==> src/sprld_pkg.sv <==
// ----------------------------------------------------------------------------
// Sprite run-length decoder package
// Shared constants, parse phases and word types for the sprite decoder.
// ----------------------------------------------------------------------------
package sprld_pkg;

  // Pixel budget of one sprite
  localparam int SPRITE_PIXELS = 1024;
  // Width of a pixel count that can hold the full budget
  localparam int PIX_W  = $clog2(SPRITE_PIXELS + 1);
  // Width of the run_length field on the result port
  localparam int RUN_W  = 11;
  // Byte counters and the dump length
  localparam int LEN_W  = 16;
  // Compare widths: run clamp and colored-bytes-vs-remaining check
  localparam int WIDE_W = (PIX_W > LEN_W) ? PIX_W : LEN_W;
  localparam int CMP_W  = (((PIX_W + 2) > LEN_W) ? (PIX_W + 2) : LEN_W) + 1;

  localparam logic [7:0] ALPHA_OPAQUE = 8'hFF;

  // Component index of the last byte of a pixel
  localparam logic [1:0] LAST_RGB  = 2'd2;
  localparam logic [1:0] LAST_RGBA = 2'd3;

  // Output queue
  localparam int Q_DEPTH = 4;
  localparam int Q_PTR_W = $clog2(Q_DEPTH);
  localparam int Q_CNT_W = $clog2(Q_DEPTH + 1);

  // Parse phase, one-hot
  typedef enum logic [4:0] {
    PH_TLO = 5'b00001,  // transparent count, low byte
    PH_THI = 5'b00010,  // transparent count, high byte
    PH_CLO = 5'b00100,  // colored count, low byte
    PH_CHI = 5'b01000,  // colored count, high byte
    PH_PIX = 5'b10000   // colored pixel bytes
  } phase_t;

  // One input word
  typedef struct packed {
    logic             first_of_sprite;
    logic [LEN_W-1:0] dump_length;
    logic [7:0]       byte_value;
  } item_t;

  // One result word
  typedef struct packed {
    logic [RUN_W-1:0] run_length;
    logic [7:0]       red;
    logic [7:0]       green;
    logic [7:0]       blue;
    logic [7:0]       alpha;
    logic             end_of_sprite;
    logic             saw_visible_alpha;
    logic             saw_nonblack;
  } res_t;

endpackage

==> src/sprite_run_length_decoder.sv <==
// ----------------------------------------------------------------------------
// Sprite run-length decoder
// Decodes a run-length sprite dump, one byte per word, into RGBA run words.
// ----------------------------------------------------------------------------
// Path: a result word passes the input register, then the output queue,
//   before it is offered.
// Throughput: one byte per cycle while the output queue has room for two
//   words (else in_stall is raised); a byte that yields two words (a run or
//   pixel plus the end word) is absorbed by the four-word output queue.
// Reset: synchronous, active low; clears parse state, queue and use_alpha.
module sprite_run_length_decoder (
  input  logic        clk,
  input  logic        rst_n,
  // byte input
  input  logic        in_valid,
  output logic        in_stall,
  input  logic        in_first_of_sprite,
  input  logic [15:0] in_dump_length,
  input  logic [7:0]  in_byte_value,
  // result output
  output logic        out_valid,
  input  logic        out_stall,
  output logic [10:0] out_run_length,
  output logic [7:0]  out_red,
  output logic [7:0]  out_green,
  output logic [7:0]  out_blue,
  output logic [7:0]  out_alpha,
  output logic        out_end_of_sprite,
  output logic        out_saw_visible_alpha,
  output logic        out_saw_nonblack,
  // configuration
  input  logic        cfg_valid,
  output logic        cfg_ready,
  input  logic        cfg_use_alpha
);

  logic                          use_alpha_r;
  logic                          s1_valid_r, s1_valid_nxt;
  sprld_pkg::item_t              s1_item_r;
  logic                          s1_go;
  logic                          in_take;
  sprld_pkg::res_t               res0, res1, head;
  logic                          push0, push1;
  logic                          pop;
  logic                          q_not_empty;
  logic [sprld_pkg::Q_CNT_W-1:0] q_count;

  // Configuration register, always writable
  assign cfg_ready = 1'b1;

  always_ff @(posedge clk) begin
    if (!rst_n) begin
      use_alpha_r <= 1'b0;
    end else if (cfg_valid && cfg_ready) begin
      use_alpha_r <= cfg_use_alpha;
    end
  end

  // Input register: decode proceeds when the queue has room for two words
  assign s1_go    = s1_valid_r &&
                    (q_count <= sprld_pkg::Q_CNT_W'(sprld_pkg::Q_DEPTH - 2));
  assign in_stall = s1_valid_r && !s1_go;
  assign in_take  = in_valid && !in_stall;

  always_comb begin
    if (in_take) begin
      s1_valid_nxt = 1'b1;
    end else if (s1_go) begin
      s1_valid_nxt = 1'b0;
    end else begin
      s1_valid_nxt = s1_valid_r;
    end
  end

  always_ff @(posedge clk) begin
    if (!rst_n) begin
      s1_valid_r <= 1'b0;
    end else begin
      s1_valid_r <= s1_valid_nxt;
    end
  end

  always_ff @(posedge clk) begin
    if (in_take) begin
      s1_item_r.first_of_sprite <= in_first_of_sprite;
      s1_item_r.dump_length     <= in_dump_length;
      s1_item_r.byte_value      <= in_byte_value;
    end
  end

  // Decode
  sprld_core u_core (
    .clk       (clk),
    .rst_n     (rst_n),
    .go        (s1_go),
    .item      (s1_item_r),
    .use_alpha (use_alpha_r),
    .res0      (res0),
    .push0     (push0),
    .res1      (res1),
    .push1     (push1)
  );

  // Result queue
  assign pop = q_not_empty && !out_stall;

  sprld_outq u_outq (
    .clk       (clk),
    .rst_n     (rst_n),
    .res0      (res0),
    .push0     (push0),
    .res1      (res1),
    .push1     (push1),
    .pop       (pop),
    .head      (head),
    .not_empty (q_not_empty),
    .count     (q_count)
  );

  assign out_valid             = q_not_empty;
  assign out_run_length        = head.run_length;
  assign out_red               = head.red;
  assign out_green             = head.green;
  assign out_blue              = head.blue;
  assign out_alpha             = head.alpha;
  assign out_end_of_sprite     = head.end_of_sprite;
  assign out_saw_visible_alpha = head.saw_visible_alpha;
  assign out_saw_nonblack      = head.saw_nonblack;

`ifndef ASSERT_OFF
  // Queue never overfills
  a_q_bound: assert property (@(posedge clk) disable iff (!rst_n)
    q_count <= sprld_pkg::Q_CNT_W'(sprld_pkg::Q_DEPTH))
    else $error("result queue overfilled");

  // Words are only produced for a byte being decoded
  a_push_go: assert property (@(posedge clk) disable iff (!rst_n)
    (push0 || push1) |-> s1_go)
    else $error("result word without a byte in decode");

  // The second word is always the end word
  a_push1_end: assert property (@(posedge clk) disable iff (!rst_n)
    push1 |-> res1.end_of_sprite)
    else $error("second word is not an end word");

  // A decoded byte leaves the input register unless refilled
  a_s1_drain: assert property (@(posedge clk) disable iff (!rst_n)
    (s1_go && !in_take) |=> !s1_valid_r)
    else $error("input register not drained");
`endif

endmodule

==> src/sprld_core.sv <==
// ----------------------------------------------------------------------------
// Sprite decoder core
// Holds the parse state and turns one dump byte into at most two result
// words (a run or pixel word, then the end word) in the same cycle as go.
// ----------------------------------------------------------------------------
module sprld_core (
  input  logic                 clk,
  input  logic                 rst_n,
  input  logic                 go,
  input  sprld_pkg::item_t     item,
  input  logic                 use_alpha,
  output sprld_pkg::res_t      res0,
  output logic                 push0,
  output sprld_pkg::res_t      res1,
  output logic                 push1
);

  sprld_pkg::phase_t             phase_r, phase_nxt;
  logic [7:0]                    clo_r, clo_nxt;
  logic [sprld_pkg::PIX_W-1:0]   rr_r, rr_nxt;
  logic [sprld_pkg::PIX_W-1:0]   pw_r, pw_nxt;
  logic [sprld_pkg::LEN_W-1:0]   bc_r, bc_nxt;
  logic [sprld_pkg::LEN_W-1:0]   be_r, be_nxt;
  logic [1:0]                    ci_r, ci_nxt;
  logic [23:0]                   pp_r, pp_nxt;
  logic                          as_r, as_nxt;
  logic                          ns_r, ns_nxt;
  logic                          halted_r, halted_nxt;

  logic [sprld_pkg::LEN_W-1:0]   index;
  logic [sprld_pkg::LEN_W-1:0]   idx_p1;
  logic [sprld_pkg::LEN_W-1:0]   remaining;
  logic [sprld_pkg::PIX_W-1:0]   left;
  logic [sprld_pkg::PIX_W-1:0]   cnt;
  logic [sprld_pkg::LEN_W-1:0]   raw_cnt;
  logic [sprld_pkg::CMP_W-1:0]   need;
  logic [1:0]                    last_ci;
  logic [7:0]                    pr, pg, pb, pa;

  // Next-state and result words for the byte in flight
  always_comb begin
    phase_nxt  = phase_r;
    clo_nxt    = clo_r;
    rr_nxt     = rr_r;
    pw_nxt     = pw_r;
    bc_nxt     = bc_r;
    be_nxt     = be_r;
    ci_nxt     = ci_r;
    pp_nxt     = pp_r;
    as_nxt     = as_r;
    ns_nxt     = ns_r;
    halted_nxt = halted_r;
    res0       = '0;
    res1       = '0;
    push0      = 1'b0;
    push1      = 1'b0;
    index      = bc_r;
    idx_p1     = '0;
    remaining  = '0;
    left       = '0;
    cnt        = '0;
    raw_cnt    = '0;
    need       = '0;
    last_ci    = use_alpha ? sprld_pkg::LAST_RGBA : sprld_pkg::LAST_RGB;
    pr         = '0;
    pg         = '0;
    pb         = '0;
    pa         = '0;

    if (go) begin
      // restart on the first byte of a sprite
      if (item.first_of_sprite) begin
        phase_nxt  = sprld_pkg::PH_TLO;
        clo_nxt    = '0;
        rr_nxt     = '0;
        pw_nxt     = '0;
        bc_nxt     = '0;
        be_nxt     = item.dump_length;
        ci_nxt     = '0;
        pp_nxt     = '0;
        as_nxt     = 1'b0;
        ns_nxt     = 1'b0;
        halted_nxt = 1'b0;
        index      = '0;
      end

      if (item.first_of_sprite && (item.dump_length == '0)) begin
        // empty dump: one end word covering the whole sprite
        res1.run_length    = sprld_pkg::RUN_W'(sprld_pkg::SPRITE_PIXELS);
        res1.end_of_sprite = 1'b1;
        push1              = 1'b1;
        pw_nxt             = sprld_pkg::PIX_W'(sprld_pkg::SPRITE_PIXELS);
        halted_nxt         = 1'b1;
      end else if (index < be_nxt) begin
        idx_p1    = index + 1'b1;
        bc_nxt    = idx_p1;
        remaining = be_nxt - idx_p1;
        left      = sprld_pkg::PIX_W'(sprld_pkg::SPRITE_PIXELS) - pw_nxt;
        raw_cnt   = {item.byte_value, clo_nxt};
        // run clamped to the unwritten pixels
        if (sprld_pkg::WIDE_W'(raw_cnt) > sprld_pkg::WIDE_W'(left)) begin
          cnt = left;
        end else begin
          cnt = sprld_pkg::PIX_W'(raw_cnt);
        end
        need = use_alpha ? (sprld_pkg::CMP_W'(cnt) << 2)
                         : ((sprld_pkg::CMP_W'(cnt) << 1) + sprld_pkg::CMP_W'(cnt));

        if (!halted_nxt) begin
          unique case (phase_nxt)
            sprld_pkg::PH_TLO: begin
              clo_nxt   = item.byte_value;
              phase_nxt = sprld_pkg::PH_THI;
            end
            sprld_pkg::PH_THI: begin
              if (cnt != '0) begin
                res0.run_length = sprld_pkg::RUN_W'(cnt);
                push0           = 1'b1;
              end
              pw_nxt    = pw_nxt + cnt;
              phase_nxt = sprld_pkg::PH_CLO;
            end
            sprld_pkg::PH_CLO: begin
              clo_nxt   = item.byte_value;
              phase_nxt = sprld_pkg::PH_CHI;
            end
            sprld_pkg::PH_CHI: begin
              if (need > sprld_pkg::CMP_W'(remaining)) begin
                // colored bytes would pass the dump end: fill and stop
                if (left != '0) begin
                  res0.run_length = sprld_pkg::RUN_W'(left);
                  push0           = 1'b1;
                end
                pw_nxt     = sprld_pkg::PIX_W'(sprld_pkg::SPRITE_PIXELS);
                halted_nxt = 1'b1;
              end else if (cnt == '0) begin
                phase_nxt = sprld_pkg::PH_TLO;
              end else begin
                rr_nxt    = cnt;
                ci_nxt    = '0;
                phase_nxt = sprld_pkg::PH_PIX;
              end
            end
            sprld_pkg::PH_PIX: begin
              if (ci_nxt >= last_ci) begin
                // last byte of a pixel
                pr = pp_nxt[7:0];
                pg = pp_nxt[15:8];
                if (ci_nxt == sprld_pkg::LAST_RGBA) begin
                  pb = pp_nxt[23:16];
                  pa = use_alpha ? item.byte_value : sprld_pkg::ALPHA_OPAQUE;
                end else begin
                  pb = item.byte_value;
                  pa = sprld_pkg::ALPHA_OPAQUE;
                end
                if (pa != '0) begin
                  as_nxt = 1'b1;
                end
                if ((pr | pg | pb) != '0) begin
                  ns_nxt = 1'b1;
                end
                res0.run_length = sprld_pkg::RUN_W'(1);
                res0.red        = pr;
                res0.green      = pg;
                res0.blue       = pb;
                res0.alpha      = pa;
                push0           = 1'b1;
                pw_nxt          = pw_nxt + 1'b1;
                ci_nxt          = '0;
                pp_nxt          = '0;
                if (rr_nxt != '0) begin
                  rr_nxt = rr_nxt - 1'b1;
                end
                if (rr_nxt == '0) begin
                  phase_nxt = sprld_pkg::PH_TLO;
                end
              end else begin
                // gather a colour component
                unique case (ci_nxt)
                  2'd0:    pp_nxt[7:0]   = item.byte_value;
                  2'd1:    pp_nxt[15:8]  = item.byte_value;
                  2'd2:    pp_nxt[23:16] = item.byte_value;
                  default: pp_nxt        = pp_nxt;
                endcase
                ci_nxt = ci_nxt + 1'b1;
              end
            end
            default: phase_nxt = sprld_pkg::PH_TLO;
          endcase
          if (pw_nxt >= sprld_pkg::PIX_W'(sprld_pkg::SPRITE_PIXELS)) begin
            halted_nxt = 1'b1;
          end
        end

        // last dump byte: end word fills the rest
        if (idx_p1 == be_nxt) begin
          res1.run_length =
            sprld_pkg::RUN_W'(sprld_pkg::PIX_W'(sprld_pkg::SPRITE_PIXELS) - pw_nxt);
          res1.end_of_sprite     = 1'b1;
          res1.saw_visible_alpha = as_nxt;
          res1.saw_nonblack      = ns_nxt;
          push1                  = 1'b1;
          pw_nxt                 = sprld_pkg::PIX_W'(sprld_pkg::SPRITE_PIXELS);
          halted_nxt             = 1'b1;
        end
      end
    end
  end

  // Parse state
  always_ff @(posedge clk) begin
    if (!rst_n) begin
      phase_r  <= sprld_pkg::PH_TLO;
      clo_r    <= '0;
      rr_r     <= '0;
      pw_r     <= '0;
      bc_r     <= '0;
      be_r     <= '0;
      ci_r     <= '0;
      pp_r     <= '0;
      as_r     <= 1'b0;
      ns_r     <= 1'b0;
      halted_r <= 1'b0;
    end else begin
      phase_r  <= phase_nxt;
      clo_r    <= clo_nxt;
      rr_r     <= rr_nxt;
      pw_r     <= pw_nxt;
      bc_r     <= bc_nxt;
      be_r     <= be_nxt;
      ci_r     <= ci_nxt;
      pp_r     <= pp_nxt;
      as_r     <= as_nxt;
      ns_r     <= ns_nxt;
      halted_r <= halted_nxt;
    end
  end

endmodule

==> src/sprld_outq.sv <==
// ----------------------------------------------------------------------------
// Sprite decoder output queue
// Small result queue taking up to two words per cycle, giving one per cycle while popped.
// ----------------------------------------------------------------------------
module sprld_outq (
  input  logic                           clk,
  input  logic                           rst_n,
  input  sprld_pkg::res_t                res0,
  input  logic                           push0,
  input  sprld_pkg::res_t                res1,
  input  logic                           push1,
  input  logic                           pop,
  output sprld_pkg::res_t                head,
  output logic                           not_empty,
  output logic [sprld_pkg::Q_CNT_W-1:0]  count
);

  sprld_pkg::res_t                 mem_r [sprld_pkg::Q_DEPTH];
  logic [sprld_pkg::Q_PTR_W-1:0]   head_r, head_nxt;
  logic [sprld_pkg::Q_PTR_W-1:0]   tail_r, tail_nxt;
  logic [sprld_pkg::Q_CNT_W-1:0]   count_r, count_nxt;
  logic [sprld_pkg::Q_PTR_W-1:0]   tail_p1;
  sprld_pkg::res_t                 wr_a;
  logic [1:0]                      n_push;

  // Compact the pushed words: res1 alone goes to the tail slot
  always_comb begin
    tail_p1   = tail_r + 1'b1;
    wr_a      = push0 ? res0 : res1;
    n_push    = {1'b0, push0} + {1'b0, push1};
    head_nxt  = pop ? (head_r + 1'b1) : head_r;
    tail_nxt  = tail_r + sprld_pkg::Q_PTR_W'(n_push);
    count_nxt = count_r + sprld_pkg::Q_CNT_W'(n_push) - sprld_pkg::Q_CNT_W'(pop);
  end

  // Storage
  always_ff @(posedge clk) begin
    if (push0 || push1) begin
      mem_r[tail_r] <= wr_a;
    end
    if (push0 && push1) begin
      mem_r[tail_p1] <= res1;
    end
  end

  // Pointers
  always_ff @(posedge clk) begin
    if (!rst_n) begin
      head_r  <= '0;
      tail_r  <= '0;
      count_r <= '0;
    end else begin
      head_r  <= head_nxt;
      tail_r  <= tail_nxt;
      count_r <= count_nxt;
    end
  end

  assign head      = mem_r[head_r];
  assign not_empty = (count_r != '0);
  assign count     = count_r;

endmodule
==> config.mk <==
export PLATFORM = sky130hd
export DESIGN_NAME = sprite_run_length_decoder
export DESIGN_NICKNAME = d
export VERILOG_FILES = /design/src/sprld_pkg.sv /design/src/sprite_run_length_decoder.sv /design/src/sprld_core.sv /design/src/sprld_outq.sv
export SDC_FILE = /design/constraint.sdc
export NUM_CORES = 1
export LEC_CHECK = 0
export ABC_AREA = 1
export ABC_CLOCK_PERIOD_IN_PS = 12800
export CORE_MARGIN = 3
export CORE_UTILIZATION = 45
export CTS_BUF_LIST = sky130_fd_sc_hd__clkbuf_4 sky130_fd_sc_hd__clkbuf_8
export DETAILED_ROUTE_END_ITERATION = 16
export DONT_BUFFER_PORTS = 1
export SLEW_MARGIN = 10
export SYNTH_ARGS = -nofsm -noshare
export SYNTH_HDL_FRONTEND = slang
export SYNTH_SLANG_ARGS = --single-unit
==> constraint.sdc <==
create_clock -name clk -period 12.8 [get_ports clk]
set_input_delay 0.64 -clock clk [delete_from_list [all_inputs] [get_ports clk]]
set_output_delay 0.64 -clock clk [all_outputs]
set_load 0.02 [all_outputs]
[Yosys cells after proc, flatten, opt, wreduce, memory -nomap -nowiden]
Memory sizes are Yosys's and may differ from the RTL's. A register that Yosys moved wholly into a read port is not among the register bits.
Cells that the tools add are included.
Storage, ports and cells
  memories: 1
  word-level logic and storage cells: 232
  flip-flop bits (word level): 130
  output and inout bits: 49
  RAM bits: 184
  bits of input ports: 31
Memory list
  u_outq.mem_r: words 4, bits a word 46, rd ports 1, clocked after Yosys merged registers in 1, wr ports 2, RTL line sprld_outq.sv:18  | sprld_pkg::res_t mem_r [sprld_pkg::Q_DEPTH];
Cells by class
  order comparisons: 6
  equality and inequality tests: 9
  add/subtract/negate cells: 15
  reduce and logical (&&, ||, !) cells: 22
  multiplexer cells: 158
  bitwise logic cells: 2
Operators with widths (number)
  $mux 11: 41
  $mux 8: 24
  $mux 43: 4
  $mux 24: 7
  $mux 16: 6
  $pmux 11 s3: 2
  $mux 46: 1
  $mux 5: 9
  $mux 1: 43
  $mux 33: 1
  $reduce_bool 11->1: 3
  $mux 32: 1
  $pmux 5 s5: 1
  $logic_not 11->1: 2
  $mux 2: 11
  $pmux 11 s2: 1
  $sub 11x11->11 const A: 2
  $gt 17x16->1: 1
  $mux 17: 1
  $add 16x1->16 const B: 1
  $eq 16x16->1: 1
  $gt 16x11->1: 1
  $logic_not 16->1: 1
  $lt 16x16->1: 1
  other kinds (32): 46

[Longest topological paths before layout]
  depth in word-level cells: 28
  depth in mapped cells: 64
  mapped depth without buffers: 61

[By module]
A second synthesis with hierarchy kept.
Second synthesis, totals
  cell total of the unflattened synthesis: 3165
  area, all modules: 22602.9 sq um
By module, submodules not included
  sprld_core: instances 1, area each 11473.5 sq um, cells each 1964, sequential area each 1921.8 sq um
  sprld_outq: instances 1, area each 10252.3 sq um, cells each 1156, sequential area each 5705.5 sq um
  sprite_run_length_decoder: instances 1, area each 877.1 sq um, cells each 45, sequential area each 790.8 sq um

[Worst setup path after synthesis]
OpenSTA, ideal clock, no wires.
  kind: register -> register
  from: register s1_item_r[24] (netlist name)
  to: memory u_outq.mem_r[3][0] (netlist name), data pin
  data required time: 12.658 ns
  clock period less this slack: 8.272 ns
  library setup time: 0.142 ns
  arrival: 8.130 ns
  cell stages (with the launch flop): 58
  path buffers: 9
  slack: 4.528 ns
  cells stage by stage: edfxtp_1 buf_6 clkinv_4 buf_6 buf_2 buf_1 clkbuf_1 clkbuf_1 nand2_1 ha_1 inv_1 nand2_1 nand2_1 nand2_1 nand2_1 a21oi_1 o211ai_1 nand2_1 [... 22 more ...] nand3_1 nand2_1 inv_1 nand2_1 nor2_1 nand3_2 inv_1 a21oi_1 a21boi_4 inv_2 buf_2 ha_1 nor3_1 inv_1 clkbuf_1 nand2_1 o21ai_0 nor2_1
RTL lines
  start: declaration: RTL line sprite_run_length_decoder.sv:39  | sprld_pkg::item_t s1_item_r;
  end: declaration: RTL line sprld_outq.sv:18

==> impl_metrics.ini <==
[outcome]
status = finished, final reports clean

[synthesis]
async_flop_share = 0
seq_area_frac_synth = 0.365
post_synth_num_cell_types = 60
avgSynthCellArea_sq_um = 7.14
synth_edf_count = 81
yosysWarnings = 0
synth_cells = 2736
synth_ff_type = dfxtp_1
syn_area_sq_mm = 0.0195
synth-seq-cells = 316
synthesis.nets = 2868

[timing]
min_period_over_period = 0.889
finalSetupViolCount = 0
finalHoldViolations = 0
relSlewSlack = 0.223
fin_skew_ns = 0.0322
slew_viol_final = 0
grt_setup_unrepaired = no
worst_pin_slew_ns = 1.16
fin_hold_ws_ns = 0.0698
fmax_mhz = 87.9
finalSetupTns_ns = 0
fin_crit_ns = 11.38

[global_route]
grt_pass1_vias = 17800
track_usage = 0.261
overflow = 0
grt_pass1_wl_mm = 97.4
antenna_found_initial = 0
grt_start_max_net_pins = 93

[clock_network]
cts_inserted_buffers = 55
htreeDepth = 2
path_clk_slew_ns = 0.06
hold_buffers = 0
clock-sinks = 316
clock_latency_ns = 0.65
cts_tree = yes
clockRootBuffer = clkbuf_8
cts_resized = 0
cts_setup_buffers = 0
clockBufferDepth = 3

[hold_path]
min_path_cells = 1
min_to = u_core.phase_r[0]
hp-class = input port to flip-flop
min-delay-start = rst_n

[die]
die-area_sq_mm = 0.0459
fp.dieW_um = 214
std_cell_rows = 75
pin_count = 80
core_sq_mm = 0.0424
start_util = 0.461
die_height_um = 214

[placement]
dp_hpwl_mm = 42.4
place_congestion = 0.967
placed_cells = 3189
port_buffers = 0

[detailed_routing]
avgRoutedWirePerCell_um = 18.8
vias_per_cell = 5.74
drt-total-wl_mm = 61.9
ant_nets = 0
drcViolationCount = 0
drtIter0Drc = 1760
drtPass1Iterations = 5
vias = 18900

[worst_setup_path]
crit_buf_inv = 8
r2r_cells = 51
critical_path_depth = 51
cp.arrival_ns = 11.88
reg2reg_slack_ns = 1.42
critPathSlowestCell = o21ai_0
cp_max_fo = 75
crit_path_max_incr_delay_ns = 0.78
critical_path_class = flip-flop to flip-flop
crit_required_ns = 13.30
critPathMostFrequentCell = nand2_1
start_kind = flip-flop
r2r_end = u_outq.mem_r[1][1]
end_kind = flip-flop
cp_top_family = simple AND/OR/NAND/NOR gates
r2r_start = s1_item_r[24]

[pwr]
power.density_mw_per_mm2 = 131
max-vdd-ir-drop_v = 0.0000741
power_frac_seq = 0.395
power_frac_clock = 0.355
p_int_uw = 1780
p_leak_uw = 0.00848
p_sw_uw = 975
switching_share = 0.354
pwr-share-comb = 0.250

[final_layout]
postLayoutCoreUtil = 0.496
final_cell_mix = 493 x nand2_1, 366 x o21ai_0, 237 x nand3_1
multi_input_area_sq_mm = 0.0108
fillers = 4300
nets = 2801
syn_to_final_growth_pct = 7.69
final-seq-area_sq_mm = 0.00714
final-instance-count-excl-fill = 3290
layout_commonest_cell = nand2_1
num_antenna_cells = 0
layout-drive-gt1-share = 0.0785

[run]
drv_cap = 0
power groups by stage:
stage / Sequential [uW] / Combinational (uW) / Clock, uW
after floorplan: 1090 / 530 / 0
after global placement: 1110 / 678 / 0
after detailed placement: 1110 / 687 / 0
after CTS: 1090 / 690 / 1000
after global routing: 1090 / 765 / 1050
final: 1090 / 688 / 977
synth_stat cells (7+ instances only):
cell type / instances / share of area
dfxtp_1: 235 / 0.24
o211ai_1: 46 / 0.018
a21oi_1: 193 / 0.049
nand2_2: 20 / 0.0064
edfxtp_1: 81 / 0.12
nand4_1: 29 / 0.0093
nand3_1: 237 / 0.061
buf_2: 9 / 0.0023
or2_2: 14 / 0.0045
inv_2: 8 / 0.0015
nor4_1: 12 / 0.0038
clkbuf_1: 137 / 0.026
o22ai_1: 98 / 0.031
o21ai_0: 367 / 0.094
inv_1: 230 / 0.044
nand2_1: 495 / 0.095
nor2_1: 217 / 0.042
nor3_1: 18 / 0.0046
xor2_1: 36 / 0.016
nand3_2: 7 / 0.0036
xnor2_1: 13 / 0.0058
clkinv_1: 11 / 0.0021
ha_1: 97 / 0.062
o21ai_1: 30 / 0.0077
cell families after synthesis:
group | share of synthesized area
other cells | 0.000192
simple gates | 0.244
flops | 0.365
buf+inv | 0.0806
fa+ha+maj | 0.0662
xor+xnor | 0.0220
compound gates | 0.221
cell type report:
cell class                 count  share of cell area
clock buffer                  82              0.0477
clock inverter                19             0.00755
inverter                     250              0.0449
multi-input combinational   2015               0.515
sequential                   316               0.339
tap                          577              0.0343
timing repair buffer          31              0.0111
state kept, by name (all words and copies together) (netlist names), 3 cells and up, named ones only:
register / flops
s1_item_r: 25
u_core.phase_r: 5
u_outq.mem_r: 184
u_core.rr_r: 11
u_outq.count: 3
u_core.pp_r: 24
u_core.bc_r: 16
u_core.pw_r: 11
u_core.be_r: 16
u_core.clo_r: 8
routing by layer:
layer	wire length, um	GRT usage	share of wire	vias to the layer above
met5	0	0	0	-
met4	1340	0.0767	0.022	0
met3	4170	0.0385	0.067	97
met2	29000	0.439	0.47	697
met1	27400	0.348	0.44	8807
li1	-	-	-	9270
through the flow:
stage               power (uW)  setup slack, ns  cell area (sq um)
finish                    2750             1.42              21000
detailed placement        1800             1.59              19900
global route              2900            0.173              21000
global placement          1790             2.05              19900
floorplan                 1620             4.53              19500
CTS                       2780             1.54              21000
how the worst max path moves through the flow:
stage                              from                 end
final                     s1_item_r[24]  u_outq.mem_r[1][1]
after global routing      s1_item_r[24]  u_outq.mem_r[1][1]
after CTS                 s1_item_r[24]  u_outq.mem_r[1][1]
after detailed placement  s1_item_r[24]  u_outq.mem_r[1][1]
after global placement    s1_item_r[24]  u_outq.mem_r[1][1]
after floorplan           s1_item_r[24]  u_outq.mem_r[3][0]
Note: power is estimated with default switching activity, not from simulation.
